## src/rtl/core/lni_pkg.sv

```systemverilog
// shared types, register defaults and init command table for the lcd nibble interface
package lni_pkg;

   // request kinds carried in the input word's tuser
   typedef enum logic [1:0] {
      REQ_TICK = 2'd0,
      REQ_CMD  = 2'd1,
      REQ_DATA = 2'd2,
      REQ_INIT = 2'd3
   } req_kind_type;

   // configuration register indexes
   typedef enum logic [1:0] {
      CSR_PULSE_TICKS = 2'd0,
      CSR_SHORT_WAIT  = 2'd1,
      CSR_LONG_WAIT   = 2'd2,
      CSR_POWER_UP    = 2'd3
   } csr_index_type;

   localparam logic [7:0]  PULSE_TICKS_RST = 8'd1;
   localparam logic [15:0] SHORT_WAIT_RST  = 16'd40;
   localparam logic [15:0] LONG_WAIT_RST   = 16'd1700;
   localparam logic [15:0] POWER_UP_RST    = 16'd40000;

   localparam int          CSR_DATA_W      = 16;
   localparam logic [3:0]  WAKE_NIBBLE     = 4'h3;
   localparam logic [2:0]  INIT_COUNT      = 3'd5;
   localparam logic [7:0]  LONG_CMD_LIMIT  = 8'd4;

   // timing registers as seen by the sequencer
   typedef struct packed {
      logic [7:0]  pulse_ticks;
      logic [15:0] short_wait_ticks;
      logic [15:0] long_wait_ticks;
      logic [15:0] power_up_ticks;
   } cfg_type;

   // pin levels and status for one result word
   typedef struct packed {
      logic       rejected;
      logic       ready_res;
      logic [3:0] data_nibble;
      logic       enable_pin;
      logic       read_write;
      logic       reg_select;
   } pins_type;

   // init command sequence: function set twice, display on, clear, entry mode
   function automatic logic [7:0] init_byte(input logic [2:0] k);
      logic [7:0] b;
      unique case (k)
         3'd0:    b = 8'h28;
         3'd1:    b = 8'h28;
         3'd2:    b = 8'h0F;
         3'd3:    b = 8'h01;
         3'd4:    b = 8'h06;
         default: b = 8'h06;
      endcase
      return b;
   endfunction

endpackage

```

## src/rtl/core/lcd_nibble_interface_top.sv

```systemverilog
// top level of the 4-bit character lcd interface: csr, sequencer and result register
//
// Usage: every word on the req channel is one microsecond tick of the lcd
// timing. req_tuser carries the kind (tick, command byte, data byte, start
// init) and req_tdata the byte. Each accepted word yields exactly one rsp
// word with the pin levels (RS, RW, E, DB7..DB4) after that tick, a ready
// flag and a rejected flag for requests that arrived while busy.
// The word accepted shows on rsp in the next cycle. Throughput is one word
// per cycle while the rsp side does not stall; the sequencer step is a single
// counter decrement or phase change between the state registers and the
// result register.
// The csr port sets pulse, short wait, long wait and power-up lengths in
// ticks; write it only while no words are in flight.
// Reset (synchronous) returns the sequencer to idle with RS and data low and
// loads the default timing. When the rsp side stalls, the held result stays
// and req_tready falls; no tick advances until the result is taken.
module lcd_nibble_interface_top #(
   parameter int WAIT_BITS = 16
) (
   input  logic                            clock,
   input  logic                            reset,
   // request channel
   input  logic                            req_tvalid,
   output logic                            req_tready,
   input  logic [7:0]                      req_tdata,  // [7:0] byte_value
   input  logic [1:0]                      req_tuser,  // [1:0] req_type
   // result channel
   output logic                            rsp_tvalid,
   input  logic                            rsp_tready,
   // [0] reg_select, [1] read_write, [2] enable_pin, [6:3] data_nibble,
   // [7] ready_res, [8] rejected, [15:9] zero
   output logic [15:0]                     rsp_tdata,
   // configuration
   input  logic                            csr_we,
   input  logic [1:0]                      csr_index,
   input  logic [lni_pkg::CSR_DATA_W-1:0]  csr_wdata
);
   import lni_pkg::*;

   cfg_type    cfg;
   pins_type   pins;
   logic       step_en;
   logic       rsp_valid_ff;
   pins_type   rsp_pins_ff;

   lni_csr u_csr (
      .clock     (clock),
      .reset     (reset),
      .csr_we    (csr_we),
      .csr_index (csr_index),
      .csr_wdata (csr_wdata),
      .cfg       (cfg)
   );

   // accept while the result register is empty or being drained
   assign req_tready = !rsp_valid_ff || rsp_tready;
   assign step_en    = req_tvalid && req_tready;

   lni_seq #(
      .WAIT_BITS (WAIT_BITS)
   ) u_seq (
      .clock      (clock),
      .reset      (reset),
      .step_en    (step_en),
      .req_type   (req_tuser),
      .byte_value (req_tdata),
      .cfg        (cfg),
      .pins       (pins)
   );

   // result register
   always_ff @(posedge clock) begin
      if (reset) begin
         rsp_valid_ff <= 1'b0;
      end else if (step_en) begin
         rsp_valid_ff <= 1'b1;
      end else if (rsp_tready) begin
         rsp_valid_ff <= 1'b0;
      end
   end

   always_ff @(posedge clock) begin
      if (step_en) begin
         rsp_pins_ff <= pins;
      end
   end

   assign rsp_tvalid = rsp_valid_ff;
   assign rsp_tdata  = {7'd0, rsp_pins_ff};

endmodule

```

## src/rtl/core/lni_csr.sv

```systemverilog
// timing configuration registers of the lcd nibble interface
module lni_csr (
   input  logic                                clock,
   input  logic                                reset,
   input  logic                                csr_we,
   input  logic [1:0]                          csr_index,
   input  logic [lni_pkg::CSR_DATA_W-1:0]      csr_wdata,
   output lni_pkg::cfg_type                    cfg
);
   import lni_pkg::*;

   cfg_type cfg_ff;

   // register writes, one index per write
   always_ff @(posedge clock) begin
      if (reset) begin
         cfg_ff.pulse_ticks      <= PULSE_TICKS_RST;
         cfg_ff.short_wait_ticks <= SHORT_WAIT_RST;
         cfg_ff.long_wait_ticks  <= LONG_WAIT_RST;
         cfg_ff.power_up_ticks   <= POWER_UP_RST;
      end else if (csr_we) begin
         unique case (csr_index_type'(csr_index))
            CSR_PULSE_TICKS: cfg_ff.pulse_ticks      <= csr_wdata[7:0];
            CSR_SHORT_WAIT:  cfg_ff.short_wait_ticks <= csr_wdata[15:0];
            CSR_LONG_WAIT:   cfg_ff.long_wait_ticks  <= csr_wdata[15:0];
            CSR_POWER_UP:    cfg_ff.power_up_ticks   <= csr_wdata[15:0];
            default: ;
         endcase
      end
   end

   assign cfg = cfg_ff;

endmodule

```

## src/rtl/core/lni_seq.sv

```systemverilog
// nibble sequencer: phase, wait counter, held byte and init step, one step per word
module lni_seq #(
   parameter int WAIT_BITS = 16
) (
   input  logic              clock,
   input  logic              reset,
   input  logic              step_en,
   input  logic [1:0]        req_type,
   input  logic [7:0]        byte_value,
   input  lni_pkg::cfg_type  cfg,
   output lni_pkg::pins_type pins
);
   import lni_pkg::*;

   typedef enum logic [2:0] {
      PH_IDLE      = 3'd0,
      PH_POWER     = 3'd1,
      PH_WAKE_E    = 3'd2,
      PH_WAKE_WAIT = 3'd3,
      PH_HI_E      = 3'd4,
      PH_HI_GAP    = 3'd5,
      PH_LO_E      = 3'd6,
      PH_SETTLE    = 3'd7
   } phase_type;

   localparam logic [31:0] WAIT_CAP = 32'((64'd1 << WAIT_BITS) - 64'd1);
   localparam logic [WAIT_BITS-1:0] WAIT_ONE = {{(WAIT_BITS-1){1'b0}}, 1'b1};

   phase_type            phase_ff, phase_in;
   logic [WAIT_BITS-1:0] wait_count_ff, wait_count_in;
   logic [7:0]           held_byte_ff, held_byte_in;
   logic                 held_select_ff, held_select_in;
   logic [2:0]           init_step_ff, init_step_in;
   logic                 rejected;
   logic                 long_settle;

   // phase length in ticks to counter load: zero acts as one, saturate to counter
   function automatic logic [WAIT_BITS-1:0] to_wait(input logic [15:0] ticks);
      logic [15:0] d;
      logic [31:0] wide;
      d    = (ticks == 16'd0) ? 16'd0 : ticks - 16'd1;
      wide = {16'd0, d};
      if (wide > WAIT_CAP) begin
         wide = WAIT_CAP;
      end
      return wide[WAIT_BITS-1:0];
   endfunction

   assign long_settle = !held_select_ff && (held_byte_ff < LONG_CMD_LIMIT);

   // next state for one tick
   always_comb begin
      phase_in       = phase_ff;
      wait_count_in  = wait_count_ff;
      held_byte_in   = held_byte_ff;
      held_select_in = held_select_ff;
      init_step_in   = init_step_ff;
      rejected       = 1'b0;
      if (phase_ff == PH_IDLE) begin
         unique case (req_kind_type'(req_type))
            REQ_CMD, REQ_DATA: begin
               init_step_in   = 3'd0;
               held_byte_in   = byte_value;
               held_select_in = (req_kind_type'(req_type) == REQ_DATA);
               phase_in       = PH_HI_E;
               wait_count_in  = to_wait({8'd0, cfg.pulse_ticks});
            end
            REQ_INIT: begin
               init_step_in  = 3'd0;
               phase_in      = PH_POWER;
               wait_count_in = to_wait(cfg.power_up_ticks);
            end
            default: ;
         endcase
      end else begin
         rejected = (req_kind_type'(req_type) != REQ_TICK);
         if (wait_count_ff != '0) begin
            wait_count_in = wait_count_ff - WAIT_ONE;
         end else begin
            unique case (phase_ff)
               PH_POWER: begin
                  phase_in      = PH_WAKE_E;
                  wait_count_in = to_wait({8'd0, cfg.pulse_ticks});
               end
               PH_WAKE_E: begin
                  phase_in      = PH_WAKE_WAIT;
                  wait_count_in = to_wait(cfg.short_wait_ticks);
               end
               PH_WAKE_WAIT: begin
                  init_step_in   = 3'd1;
                  held_byte_in   = init_byte(3'd0);
                  held_select_in = 1'b0;
                  phase_in       = PH_HI_E;
                  wait_count_in  = to_wait({8'd0, cfg.pulse_ticks});
               end
               PH_HI_E: begin
                  phase_in      = PH_HI_GAP;
                  wait_count_in = to_wait({8'd0, cfg.pulse_ticks});
               end
               PH_HI_GAP: begin
                  phase_in      = PH_LO_E;
                  wait_count_in = to_wait({8'd0, cfg.pulse_ticks});
               end
               PH_LO_E: begin
                  phase_in      = PH_SETTLE;
                  wait_count_in = long_settle ? to_wait(cfg.long_wait_ticks)
                                              : to_wait(cfg.short_wait_ticks);
               end
               PH_SETTLE: begin
                  if (init_step_ff != 3'd0 && init_step_ff < INIT_COUNT) begin
                     init_step_in   = init_step_ff + 3'd1;
                     held_byte_in   = init_byte(init_step_ff);
                     held_select_in = 1'b0;
                     phase_in       = PH_HI_E;
                     wait_count_in  = to_wait({8'd0, cfg.pulse_ticks});
                  end else begin
                     init_step_in  = 3'd0;
                     phase_in      = PH_IDLE;
                     wait_count_in = '0;
                  end
               end
               default: begin
                  phase_in      = PH_IDLE;
                  wait_count_in = '0;
               end
            endcase
         end
      end
   end

   // pin levels after this tick
   always_comb begin
      pins             = '0;
      pins.read_write  = 1'b0;
      pins.rejected    = rejected;
      pins.ready_res   = (phase_in == PH_IDLE);
      unique case (phase_in)
         PH_POWER: begin
            pins.reg_select  = 1'b0;
            pins.data_nibble = 4'h0;
         end
         PH_WAKE_E: begin
            pins.reg_select  = 1'b0;
            pins.data_nibble = WAKE_NIBBLE;
            pins.enable_pin  = 1'b1;
         end
         PH_WAKE_WAIT: begin
            pins.reg_select  = 1'b0;
            pins.data_nibble = WAKE_NIBBLE;
         end
         PH_HI_E: begin
            pins.reg_select  = held_select_in;
            pins.data_nibble = held_byte_in[7:4];
            pins.enable_pin  = 1'b1;
         end
         PH_HI_GAP: begin
            pins.reg_select  = held_select_in;
            pins.data_nibble = held_byte_in[7:4];
         end
         PH_LO_E: begin
            pins.reg_select  = held_select_in;
            pins.data_nibble = held_byte_in[3:0];
            pins.enable_pin  = 1'b1;
         end
         default: begin
            pins.reg_select  = held_select_in;
            pins.data_nibble = held_byte_in[3:0];
         end
      endcase
   end

   // sequencer state, advanced once per accepted word
   always_ff @(posedge clock) begin
      if (reset) begin
         phase_ff       <= PH_IDLE;
         wait_count_ff  <= '0;
         held_byte_ff   <= 8'd0;
         held_select_ff <= 1'b0;
         init_step_ff   <= 3'd0;
      end else if (step_en) begin
         phase_ff       <= phase_in;
         wait_count_ff  <= wait_count_in;
         held_byte_ff   <= held_byte_in;
         held_select_ff <= held_select_in;
         init_step_ff   <= init_step_in;
      end
   end

   // an init sequence in progress never sits in idle
   a_init_busy: assert property (@(posedge clock) disable iff (reset)
      init_step_ff != 3'd0 |-> phase_ff != PH_IDLE)
      else $error("init step set while idle");

   // a byte request taken while idle starts the high nibble strobe
   a_byte_start: assert property (@(posedge clock) disable iff (reset)
      step_en && phase_ff == PH_IDLE &&
      (req_type == REQ_CMD || req_type == REQ_DATA) |=> phase_ff == PH_HI_E)
      else $error("byte request did not start high nibble");

   // idle never drops a request
   a_idle_quiet: assert property (@(posedge clock) disable iff (reset)
      phase_ff == PH_IDLE |-> !pins.rejected)
      else $error("request rejected while idle");

   // the strobe is only high while the sequencer is busy
   a_strobe_busy: assert property (@(posedge clock) disable iff (reset)
      pins.enable_pin |-> !pins.ready_res)
      else $error("enable high while ready");

endmodule
```

## config.mk

```make
export PLATFORM = sky130hd
export DESIGN_NAME = lcd_nibble_interface_top
export DESIGN_NICKNAME = d
export VERILOG_FILES = /design/src/rtl/core/lni_pkg.sv /design/src/rtl/core/lcd_nibble_interface_top.sv /design/src/rtl/core/lni_csr.sv /design/src/rtl/core/lni_seq.sv
export SDC_FILE = /design/constraint.sdc
export NUM_CORES = 1
export LEC_CHECK = 0
export BUFFER_PORTS_ARGS = -buffer_cell sky130_fd_sc_hd__buf_4
export CAP_MARGIN = 20
export CORE_MARGIN = 3
export CORE_UTILIZATION = 58
export DETAILED_ROUTE_END_ITERATION = 8
export PLACE_DENSITY = 0.78
export SLEW_MARGIN = 20
export SYNTH_ARGS = -nofsm -noshare
export SYNTH_HDL_FRONTEND = slang
export SYNTH_SLANG_ARGS = --single-unit
```

## constraint.sdc

```tcl
create_clock -name clock -period 3.4 [get_ports clock]
set_input_delay 0.68 -clock clock [delete_from_list [all_inputs] [get_ports clock]]
set_output_delay 0.68 -clock clock [all_outputs]
set_load 0.01 [all_outputs]
```

**Word-level counts from Yosys, hierarchy flattened**

Index checks and enable logic that the tools add are counted.

- Register bits after elaboration: 96
- Word-level logic and storage cells: 116
- Bits of input ports: 33

- $add $sub $neg: 6
- Magnitude comparators: 2
- Equality and inequality tests: 25
- Mux-type cells: 35
- Reductions and logical operators: 33

Operator list:

| kind | count |
|---|---|
| 16-bit two-way mux | 8 |
| 16-bit case mux with 4 select lines | 1 |
| 16-bit by 1-bit subtractor with 16-bit output, second input constant | 4 |
| 16-bit logical NOT | 3 |
| 8-bit two-way mux | 4 |
| 16-bit case mux with 2 select lines | 1 |
| 3-bit equality test, second input constant | 7 |
| 3-bit two-way mux | 7 |
| 3-bit case mux with 7 select lines | 1 |
| 3-bit by 2-bit equality test with 1-bit output, second input constant | 6 |
| 6-bit case mux with 3 select lines | 1 |
| 8-bit case mux with 2 select lines | 1 |
| 16-bit nonzero test | 1 |
| 3-bit case mux with 2 select lines | 2 |
| 4-bit case mux with 3 select lines | 1 |
| 2-bit AND reduction | 5 |
| 3-bit by 1-bit equality test with 1-bit output, second input constant | 3 |
| 3-bit logical NOT | 3 |
| 3-bit OR reduction | 3 |
| 8-bit by 1-bit subtractor with 9-bit output, second input constant | 1 |
| 2-bit equality test, second input constant | 4 |
| 8-bit logical NOT | 1 |
| 8-bit by 3-bit < comparator with 1-bit output, second input constant | 1 |
| 2-bit OR reduction | 4 |
| 16 further kinds | 28 |

**Longest topological paths before layout**

- Word-level depth: 9
- Mapped depth: 9

**Cells and area by module**

From an unflattened synthesis, not the netlist that was laid out.

- Cells, all modules: 779
- Area, all modules: 6593.8 µm²

By module, submodules not included:

| module | instances | cells an instance | seq. area each (µm²) | area an instance (µm²) |
|---|---|---|---|---|
| lni_seq | 1 | 540 | 620.6 | 3930.0 |
| lni_csr | 1 | 217 | 1121.1 | 2282.2 |
| lcd_nibble_interface_top | 1 | 22 | 290.3 | 381.6 |

**Worst setup path before layout**

OpenSTA, ideal clock, no wires.

- Path kind: register to register
- Start: reg u_seq.phase_ff[0]
- End: reg rsp_pins_ff (netlist bit rsp_tdata[3]), data pin
- Period minus slack after synthesis: 2.248 ns
- Path slack: 1.152 ns
- Path buffers: 1
- Stages on the path, launching flop included: 10
- Arrival time: 1.972 ns
- Cells stage by stage: dfxtp_1 inv_1 ha_1 nand2b_1 clkbuf_1 and2_1 a31oi_1 a221oi_2 a21o_1 o221ai_1

RTL lines:

| item | line | RTL |
|---|---|---|
| start, declared | lni_seq.sv:29 | `phase_type phase_ff, phase_in;` |
| start signal, assigned | lni_seq.sv:181 | `phase_ff <= phase_in;` |
| end signal, assigned | lcd_nibble_interface_top.sv:84 | `rsp_pins_ff <= pins;` |
| end, declared | lcd_nibble_interface_top.sv:44 | `pins_type rsp_pins_ff;` |

==> flow_summary.toml <==
[setup_path]
start_kind = "flip-flop"
crit_family = "simple AND/OR/NAND/NOR gates"
worstPathRequired_ns = 3.63
critPathBufInv = 1
crit_path_end_kind = "flip-flop"
critPathMaxStageDelay_ns = 0.55
arrival_ns = 3.11
crit_type = "flip-flop to flip-flop"
crit_fanout = 11
crit_path_cell_trace = "inv_1 -> ha_1 -> nor4b_4 -> and4_1 -> o21ai_0 -> a32oi_2 -> mux2_2 -> o22ai_1"
cp_slowest_cell = "and4_1"

[global_routing]
grt_pass1_vias = 5781
grt_overflow = 0
antenna_found_initial = 0
busiest_layer = "met2"
grtUsageMet2 = 0.495
met3_usage = 0.0423
grt_pass1_wl_mm = 28.2
grt_use_met1 = 0.383
grt.total_usage = 0.303
grt_max_degree = 60

[timing]
finalHoldViolations = 0
finalCritPeriodShare = 0.846
finalClockSkew_ns = 0.00734
max_freq_ghz = 0.348
setup_tns_ns = 0
max_slew.worst_pin.slew_ns = 0.872
setup_viol = 0
fin_crit_ns = 2.88
drv_slew = 0
max_slew_margin = 0.416
rsz0062_at_grt = "no"

[synth]
ys_seq_elements = 96
yosys.area.top_type_share = 0.284
post-synth-top-area-cell = "dfxtp_1"
synth_area_leaders = "dfxtp_1 (28%), nand2_1 (8.5%), a21oi_1 (5.7%)"
syn_inst = 798
synth_area_mm2 = 0.00620
synth_ff_type = "dfxtp_1"
synth-warning-count = 0
syn_area_per_cell_um2 = 7.77
synthArstFlopShare = 0
synth.distinct_cells = 82
synth-edff-count = 8
ys_seq_area_frac = 0.323

[floorplanning]
ios = 51
fp.coreArea_mm2 = 0.0104
start_util = 0.598
die_area_mm2 = 0.0120
placementRows = 37
fp.dieW_um = 109
dieHeight_um = 109

[clock_tree]
htreeDepth = 3
path_clk_slew_ns = 0.10
cts.sinks = 96
cts_setup_buffers = 0
clockBufferDepth = 2
cts_root_buf = "clkbuf_8"
cts_tree = "built"
worstSkewPairLatency_ns = 0.39
cts_hold_buf = 0
cts_resized = 0
numCtsBuffers = 9

[power]
power.total_mw = 2.98
leakage_nw = 2.51
powerDensity_mw_per_mm2 = 437
vdd_ir_drop_max_mv = 0.302

[detailed_routing]
dr.pass1.iters = 7
routed-via-count = 6103
wl_per_cell_um = 18.3
antenna_left = 0
totalWireLength_mm = 17.7
drt_iter0_drc = 453
drc = 0
via_per_inst = 6.31

[status]
status = "finished clean"

[final_layout]
areaGrowthSynthToFinish_pct = 9.99
utilization = 0.657
antennaDiodeCount = 0
final_nets = 878
drive_above_1_share = 0.125
instances_no_fill = 967

[flow_run]
maxCapViolations = 0

[placed_design]
hpwlAfterDp_mm = 13.4
portBuffers = 42
place.gp.congestion = 0.985
placedCellCount = 951

[hold_path]
hold_path.class = "flip-flop to flip-flop"
==> flip-flops by register name, summed over array words and instances, names as in the netlist <==
signal                count
u_csr.cfg                56
u_seq.wait_count_ff      16
rsp_tdata                 8
u_seq.held_byte_ff        8
u_seq.init_step_ff        3
u_seq.phase_ff            3
rsp_tvalid                1
u_seq.held_select_ff      1
==> worst paths after layout <==
kind                                              from            end  slack (ns)  cells past startpoint
worst max-delay path            u_seq.wait_count_ff[0]   rsp_tdata[6]        0.52                      8
worst min-delay path                     u_csr.cfg[30]  u_csr.cfg[30]        0.49                      2
worst max register to register  u_seq.wait_count_ff[0]   rsp_tdata[6]        0.52                      8
worst min register to register           u_csr.cfg[30]  u_csr.cfg[30]        0.49                      2
==> cells by family after synthesis <==
family / count (synthesis) / share of synthesized area
compound gates: 197 / 0.211
xor+xnor: 46 / 0.0650
fa+ha+maj: 19 / 0.0384
flops: 96 / 0.323
buf+inv: 75 / 0.0531
mux: 11 / 0.0180
other cells: 1 / 0.000605
simple gates: 353 / 0.291
==> through the flow <==
step,area [µm²],hold WS (ns),setup WS [ns]
finish,6820,0.490,0.522
global placement,6600,0.474,0.772
detailed placement,6600,0.479,0.670
CTS,6820,0.492,0.625
floorplan,6220,0.452,1.15
global route,6820,0.515,0.334
==> where the power goes <==
group          switching (mW)  internal, mW  total, mW
clock                   0.432         0.405      0.837
combinational           0.503         0.332      0.835
sequential             0.0888          1.22       1.31
==> Yosys cell counts (all sizes together) (3+ instances only) <==
cell type and number:
nand2 140, dfxtp 88, nor2 81, a21oi 70, o21ai 33, clkbuf 32, inv 27, xor2 26
nor3 25, xnor2 20, a211oi 19, ha 19, nand3b 19, buf 16, nor4 15, o22ai 15
nand3 11, mux2i 10, nand4 9, edfxtp 8, a31oi 7, nand2b 7, or4 7, nor3b 6
o31ai 6, a32oi 5, and2 5, nor4b 5, or3 5, a221oi 4, a22oi 4, nand4b 4
o221ai 4, or2 4, a211o 3, a21boi 3, o211ai 3, or4b 3
==> cell type report <==
cell class | count | area (µm²)
inverters | 27 | 101
fillers | 902 | 3550
repair buffers | 58 | 435
well taps | 136 | 170
flip-flops and latches | 96 | 2000
clock inverters | 4 | 48.8
multi-input cells | 634 | 3890
clock buffers | 12 | 166
==> placed cells by master (no fill, tap or decap), drive strengths merged, types with 20 or more instances in the layout <==
cell	netlist	layout
inv	27	28
xnor2	20	20
nor3	25	25
a21oi	70	70
xor2	26	26
nor2	81	81
nand2	140	140
buf	16	58
dfxtp	88	88
o21ai	33	33
==> tightest hold or removal path, cell delays in order, from the launching register on <==
cell and delay (ns):
dfxtp_1 0.34, nand2_1 0.06, a21oi_1 0.05
==> routing by layer <==
metal	vias up	wire (µm)
met1	2904	7480
li1	2883	-
met3	61	1090
met4	0	810
met2	255	8310
met5	-	0
No activity file was read; power rests on OpenSTA's default activity.
